**config.mk**
```make
export PLATFORM = sky130hd
export DESIGN_NAME = grw_ctrl
export DESIGN_NICKNAME = d
export VERILOG_FILES = /design/src/rtl/grw_pkg.sv /design/src/rtl/grw_ctrl.sv
export SDC_FILE = /design/constraint.sdc
export NUM_CORES = 1
export LEC_CHECK = 0
export BUFFER_PORTS_ARGS = -buffer_cell sky130_fd_sc_hd__buf_2
export CORE_AREA = 10 10 47 49
export DETAILED_ROUTE_END_ITERATION = 16
export DIE_AREA = 0 0 57 59
export PLACE_DENSITY_LB_ADDON = 0.1
export SYNTH_ARGS = -nofsm -noshare
export SYNTH_HDL_FRONTEND = slang
export SYNTH_SLANG_ARGS = --single-unit
export TNS_END_PERCENT = 100
```
**constraint.sdc**
```tcl
create_clock -name clk_i -period 1.3 [get_ports clk_i]
set_clock_uncertainty 0.2 [all_clocks]
set_input_delay 0.195 -clock clk_i [delete_from_list [all_inputs] [get_ports clk_i]]
set_output_delay 0.195 -clock clk_i [all_outputs]
set_load 0.05 [all_outputs]
```
**src/rtl/grw_pkg.sv**
```systemverilog
// shared types and constants for the grid ray wall hit block
package grw_pkg;

  localparam int unsigned MAP_SIDE_DEF  = 64;
  localparam int unsigned FRAC_BITS_DEF = 10;

  localparam int unsigned COORD_W = 16;
  localparam int unsigned CELL_W  = 6;
  localparam int unsigned CFG_W   = 7;

  localparam logic [CFG_W-1:0] CFG_RESET = 7'd64;

  localparam logic OP_WRITE = 1'b0;
  localparam logic OP_TRACE = 1'b1;

  localparam logic CFG_MAP_WIDTH  = 1'b0;
  localparam logic CFG_MAP_HEIGHT = 1'b1;

  typedef enum logic [3:0] {
    ST_CLEAR,
    ST_IDLE,
    ST_LEN_A,
    ST_LEN_B,
    ST_LEN_C,
    ST_DIST_A,
    ST_DIST_B,
    ST_DIST_C,
    ST_CMP_A,
    ST_CMP_B,
    ST_CMP_C,
    ST_DIV,
    ST_STEP,
    ST_FIN
  } state_e;

  typedef enum logic [2:0] {
    MUL_VX,
    MUL_VY,
    MUL_DX,
    MUL_DY,
    MUL_XA,
    MUL_YA
  } mul_sel_e;

  typedef struct packed {
    logic     clr_wr;
    logic     cell_wr;
    logic     item_ld;
    mul_sel_e mul_sel;
    logic     acc_ld;
    logic     len_ld;
    logic     div_ld;
    logic     div_step;
    logic     upd;
    logic     out_ld;
    logic     out_hit;
  } dp_cmd_t;

  typedef struct packed {
    logic clear_done;
    logic dist_ok;
    logic wall;
    logic div_done;
  } dp_status_t;

endpackage

```
**src/rtl/grw_ctrl.sv**
```systemverilog
// controller state machine sequencing the clear pass, map writes and traces
module grw_ctrl import grw_pkg::*; (
  input  logic       clk_i,
  input  logic       rst_ni,
  input  logic       in_valid_i,
  output logic       in_stall_o,
  input  logic       operation_i,
  output logic       out_valid_o,
  input  logic       out_stall_i,
  input  dp_status_t status_i,
  output dp_cmd_t    cmd_o
);

  state_e state_q, state_d;
  logic   hit_q, hit_d;
  logic   out_valid_q, out_valid_d;
  logic   in_acc;
  logic   out_free;

  assign in_stall_o  = (state_q != ST_IDLE);
  assign in_acc      = in_valid_i && (state_q == ST_IDLE);
  assign out_free    = !out_valid_q || !out_stall_i;
  assign out_valid_o = out_valid_q;

  always_comb begin
    state_d = state_q;
    unique case (state_q)
      ST_CLEAR:  if (status_i.clear_done) state_d = ST_IDLE;
      ST_IDLE:   if (in_acc && operation_i == OP_TRACE) state_d = ST_LEN_A;
      ST_LEN_A:  state_d = ST_LEN_B;
      ST_LEN_B:  state_d = ST_LEN_C;
      ST_LEN_C:  state_d = ST_DIST_A;
      ST_DIST_A: state_d = ST_DIST_B;
      ST_DIST_B: state_d = ST_DIST_C;
      ST_DIST_C: begin
        if (!status_i.dist_ok || status_i.wall) state_d = ST_FIN;
        else state_d = ST_CMP_A;
      end
      ST_CMP_A:  state_d = ST_CMP_B;
      ST_CMP_B:  state_d = ST_CMP_C;
      ST_CMP_C:  state_d = ST_DIV;
      ST_DIV:    if (status_i.div_done) state_d = ST_STEP;
      ST_STEP:   state_d = ST_DIST_A;
      ST_FIN:    if (out_free) state_d = ST_IDLE;
      default:   state_d = ST_IDLE;
    endcase
  end

  always_comb begin
    cmd_o         = '0;
    cmd_o.mul_sel = MUL_VX;
    cmd_o.out_hit = hit_q;
    hit_d         = hit_q;
    out_valid_d   = out_valid_q && out_stall_i;
    unique case (state_q)
      ST_CLEAR:  cmd_o.clr_wr = 1'b1;
      ST_IDLE: begin
        cmd_o.cell_wr = in_acc && (operation_i == OP_WRITE);
        cmd_o.item_ld = in_acc && (operation_i == OP_TRACE);
      end
      ST_LEN_A:  cmd_o.mul_sel = MUL_VX;
      ST_LEN_B: begin
        cmd_o.mul_sel = MUL_VY;
        cmd_o.acc_ld  = 1'b1;
      end
      ST_LEN_C:  cmd_o.len_ld = 1'b1;
      ST_DIST_A: cmd_o.mul_sel = MUL_DX;
      ST_DIST_B: begin
        cmd_o.mul_sel = MUL_DY;
        cmd_o.acc_ld  = 1'b1;
      end
      ST_DIST_C: hit_d = status_i.dist_ok && status_i.wall;
      ST_CMP_A:  cmd_o.mul_sel = MUL_XA;
      ST_CMP_B: begin
        cmd_o.mul_sel = MUL_YA;
        cmd_o.acc_ld  = 1'b1;
      end
      ST_CMP_C:  cmd_o.div_ld = 1'b1;
      ST_DIV:    cmd_o.div_step = 1'b1;
      ST_STEP:   cmd_o.upd = 1'b1;
      ST_FIN: begin
        cmd_o.out_ld = out_free;
        if (out_free) out_valid_d = 1'b1;
      end
      default: ;
    endcase
  end

  always_ff @(posedge clk_i or negedge rst_ni) begin
    if (!rst_ni) begin
      state_q     <= ST_CLEAR;
      hit_q       <= 1'b0;
      out_valid_q <= 1'b0;
    end else begin
      state_q     <= state_d;
      hit_q       <= hit_d;
      out_valid_q <= out_valid_d;
    end
  end

endmodule

```
After elaboration in Yosys (flattened, before gate mapping)
Index checks and enable logic that the tools add are counted.

word-level totals
  memories = 0
  flip-flop bits (word level) = 6
  output and inout port bits = 15
  ROM bits = 0
  memory bits (writable) = 0
  word-level logic and storage cells = 53
  bits in latches = 0

operators by class
  bitwise logic cells = 1
  $add $sub $neg = 0
  $mul = 0
  mux-type cells = 17
  magnitude comparators = 0
  reduce and logical (&&, ||, !) cells = 14
  shift operators = 0
  eq/ne operators = 18
  divide/modulo/power cells = 0

operator list
  operator                                               number
  one-hot mux 4 bit (13 select lines)                    1
  equality test 4 bit, second input constant             6
  equality test 4 x 3 -> 1 bit, second input constant    4
  two-way mux 4 bit                                      4
  one-hot mux 3 bit (5 select lines)                     1
  two-way mux 1 bit                                      9
  equality test 4 x 2 -> 1 bit, second input constant    2
  inequality test 2 bit, second input constant           3
  logical AND 1 bit                                      5
  equality test 4 x 1 -> 1 bit, second input constant    1
  zero test 4 bit                                        1
  inequality test 4 x 1 -> 1 bit, second input constant  1
  AND reduction 4 bit                                    1
  zero test 1 bit                                        3
  two-way mux 3 bit                                      1
  OR reduction 3 bit                                     1
  logical OR 1 bit                                       2
  two-way mux 2 bit                                      1
  inequality test 2 x 1 -> 1 bit, second input constant  1
  OR reduction 2 bit                                     1
  inverter 1 bit                                         1

Depth between registers and ports, before layout
  word-level depth = 5
  mapped depth = 5

Worst setup path before layout
OpenSTA, ideal clock, no wires.

  kind = register to output
  from = register state_q[3]
  to = output port cmd_o[12] in the netlist's numbering
  cell stages (with the launch flop) = 3
  data required time = 0.905 ns
  data arrival time = 2.106 ns
  slack = -1.201 ns
  path through = dfrtp_1 -> buf_6 -> nor4_1

RTL lines
  item                    line            text
  from (decl)             grw_ctrl.sv:14  state_e state_q, state_d;
  from (signal assigned)  grw_ctrl.sv:95  state_q <= state_d;
  to (decl)               grw_ctrl.sv:11  output dp_cmd_t cmd_o

==> out/results.ini <==
[outcome]
outcome=finished, violations left
failed_checks=negative setup slack

[sta]
worst_pin_slew_ns=0.322
slew_violations=0
holdWs_ns=0.114
rsz0062_at_grt=yes
setup_viol=19
max_freq_mhz=540
min_period_ns=1.85
slew_headroom_pct=78.6
worst_slack_ns=-0.552
finalSetupTns_ns=-7.72
period_share_pct=142
final_hold_viol_count=0

[power]
clock_power_share_pct=5.1
p_int_mw=1.95
power_switching_mw=1.98
sw_frac_of_total_pct=50.4
power.density_nw_per_um2=2950
ir_drop_uv=2020
combPwrFrac_pct=85.3
p_seq_share_pct=9.6
p_leak_nw=0.595

[synthesis]
yosys.area.top_type_share_pct=30.3
avgSynthCellArea_um2=8.40
synthesis.area_um2=495
synth_most_common_cell=nand2_1
synth_edf_count=0
ys_warn_count=0
synth.area.top_cells=dfrtp_1 (30%), nand2_1 (6.1%), o32ai_1 (5.3%), buf_6 (4.5%), nor2_1 (3.8%)
post_synth_num_cell_types=30
synthCells=59
syn_nets=68
yosysSeqAreaShare_pct=30.3
synth_area_leader_cell=dfrtp_1
synthTopCellsByCount=nand2_1 (8), dfrtp_1 (6), nor2_1 (5)
synth_ff_type=dfrtp_1
async_flop_share_pct=100
synth-seq-cells=6

[finish]
nets=128
multi_input_area_um2=541
fillerInstances=38
seqCellArea_um2=151
area_delta_synth_final_pct=169
antenna_cells=0
drive_gt1_share_pct=80.3

[detailed_routing]
first_iter_violations=15
drt-pass1-iter-count=4
wl_um=2820
via_count=731
wl_per_cell_um=21.2
postRouteAntennaNets=0
drcViolationCount=0
viasPerCell=5.50

[die]
initial_core_util_pct=35.4
pin_count=24
core_area_um2=1400
die_h_um=59
dieWidth_um=57
rows=14
die_area_um2=3360

[placement]
dp_hpwl_um=1410
port_buffers=23
gp_congestion=0.805

[setup_path]
cp.arrival_ns=1.46
cp.required_ns=0.90
end_kind=output pin
worstPathMaxFanout=5
path_class=reg2out
critPathLaunchType=flop

[clocking]
cts_made_buffers=3
clk_latency_ns=0.27
cts_tree=yes
root_buffer=clkbuf_4
cts_buffer_depth=2
clock_sinks=6
clk_pin_slew_ns=0.06
cts_max_level=1

[global_routing]
first_global_vias=713
antenna_found_initial=0
grt_max_degree=8
grt.overflow.total=0
grt_usage_pct=11.6
grt_pass1_wl_um=3200

[worst_hold_path]
hold_path.class=in2reg

[flow_run]
max_cap_violations=0

[area by class of cell]
| type | count | share of cell area (%) |
|---|---|---|
| repair buffers | 60 | 43.8 |
| multi-input cells | 45 | 40.6 |
| flip-flops and latches | 6 | 11.4 |
| clock buffers | 3 | 1.69 |
| well taps | 16 | 1.50 |
| inverters | 3 | 1.03 |
[state kept, by name, summed over array words and instances, names as in the netlist]
register,count
hit_q,1
out_valid_o,1
state_q,4
[stage by stage]
stage	instances	utilization, %	total power [mW]	area (um^2)	setup WS [ns]
after floorplan	59	-	1.98	643	-0.326
after CTS	126	80.8	3.24	1130	-0.491
after global routing	133	95.1	4.07	1330	-0.581
after detailed placement	118	67.9	2.74	951	-0.346
final	133	95.1	3.93	1330	-0.552
after global placement	118	67.9	2.71	951	-0.304
[power groups by stage]
| stage | clock network [mW] | logic (mW) | registers (mW) |
|---|---|---|---|
| 6_report | 0.201 | 3.35 | 0.376 |
| 4_1_cts | 0.185 | 2.71 | 0.349 |
| 3_3_place_gp | 0 | 2.37 | 0.341 |
| 5_1_grt | 0.207 | 3.47 | 0.388 |
| 2_1_floorplan | 0 | 1.60 | 0.376 |
| 3_5_place_dp | 0 | 2.39 | 0.348 |
[path summary, 6_finish.rpt]
kind,startpoint,endpoint,slack (ns),cells after the start
worst max-delay path,state_q[2],cmd_o[6],-0.55,4
worst min-delay path,out_stall_i,out_valid_o,0.11,3
worst max register to register,state_q[3],state_q[0],-0.40,7
worst min register to register,hit_q,hit_q,0.34,2
max in group asynchronous,rst_ni,state_q[0],0.60,2
min in group asynchronous,rst_ni,state_q[2],0.12,2
[metal layers]
metal	vias up	global-route usage (%)	share of wire (%)
met4	0	9.40	4.6
met1	347	12.7	37
met3	13	2.79	5.0
li1	337	-	-
met2	34	18.9	53
met5	-	0	0
[cells by family after synthesis]
family	share of synthesized area [%]
and+or+nand+nor	29.5
AOI/OAI and AO/OA	27.5
buffers and inverters	10.9
DFF	30.3
xor gates and xnor gates	1.77
[worst max-delay path: stages (launching register included)]
cell and delay (ns):
dfrtp_1 0.42, buf_4 0.17, xnor2_4 0.16, o32ai_4 0.24, buf_6 0.20
[cell usage in the layout, fill, tap and decap left out, types with 3 or more instances in the layout]
cell type and instances:
buf_4 20, nor3_4 3, buf_2 8, dfrtp_1 5
clkbuf_4 3, buf_8 3, nand2_1 4, buf_6 23
dlygate4sd3_1 3, buf_12 3
[timing repair]
item                       CTS  global route
resized for setup           35            34
hold buffers                 3             0
setup buffers                2             7
setup endpoints to repair   20            20
pin swaps                    2            11
hold endpoints to repair     7             0
(Power assumes the default switching activity.)
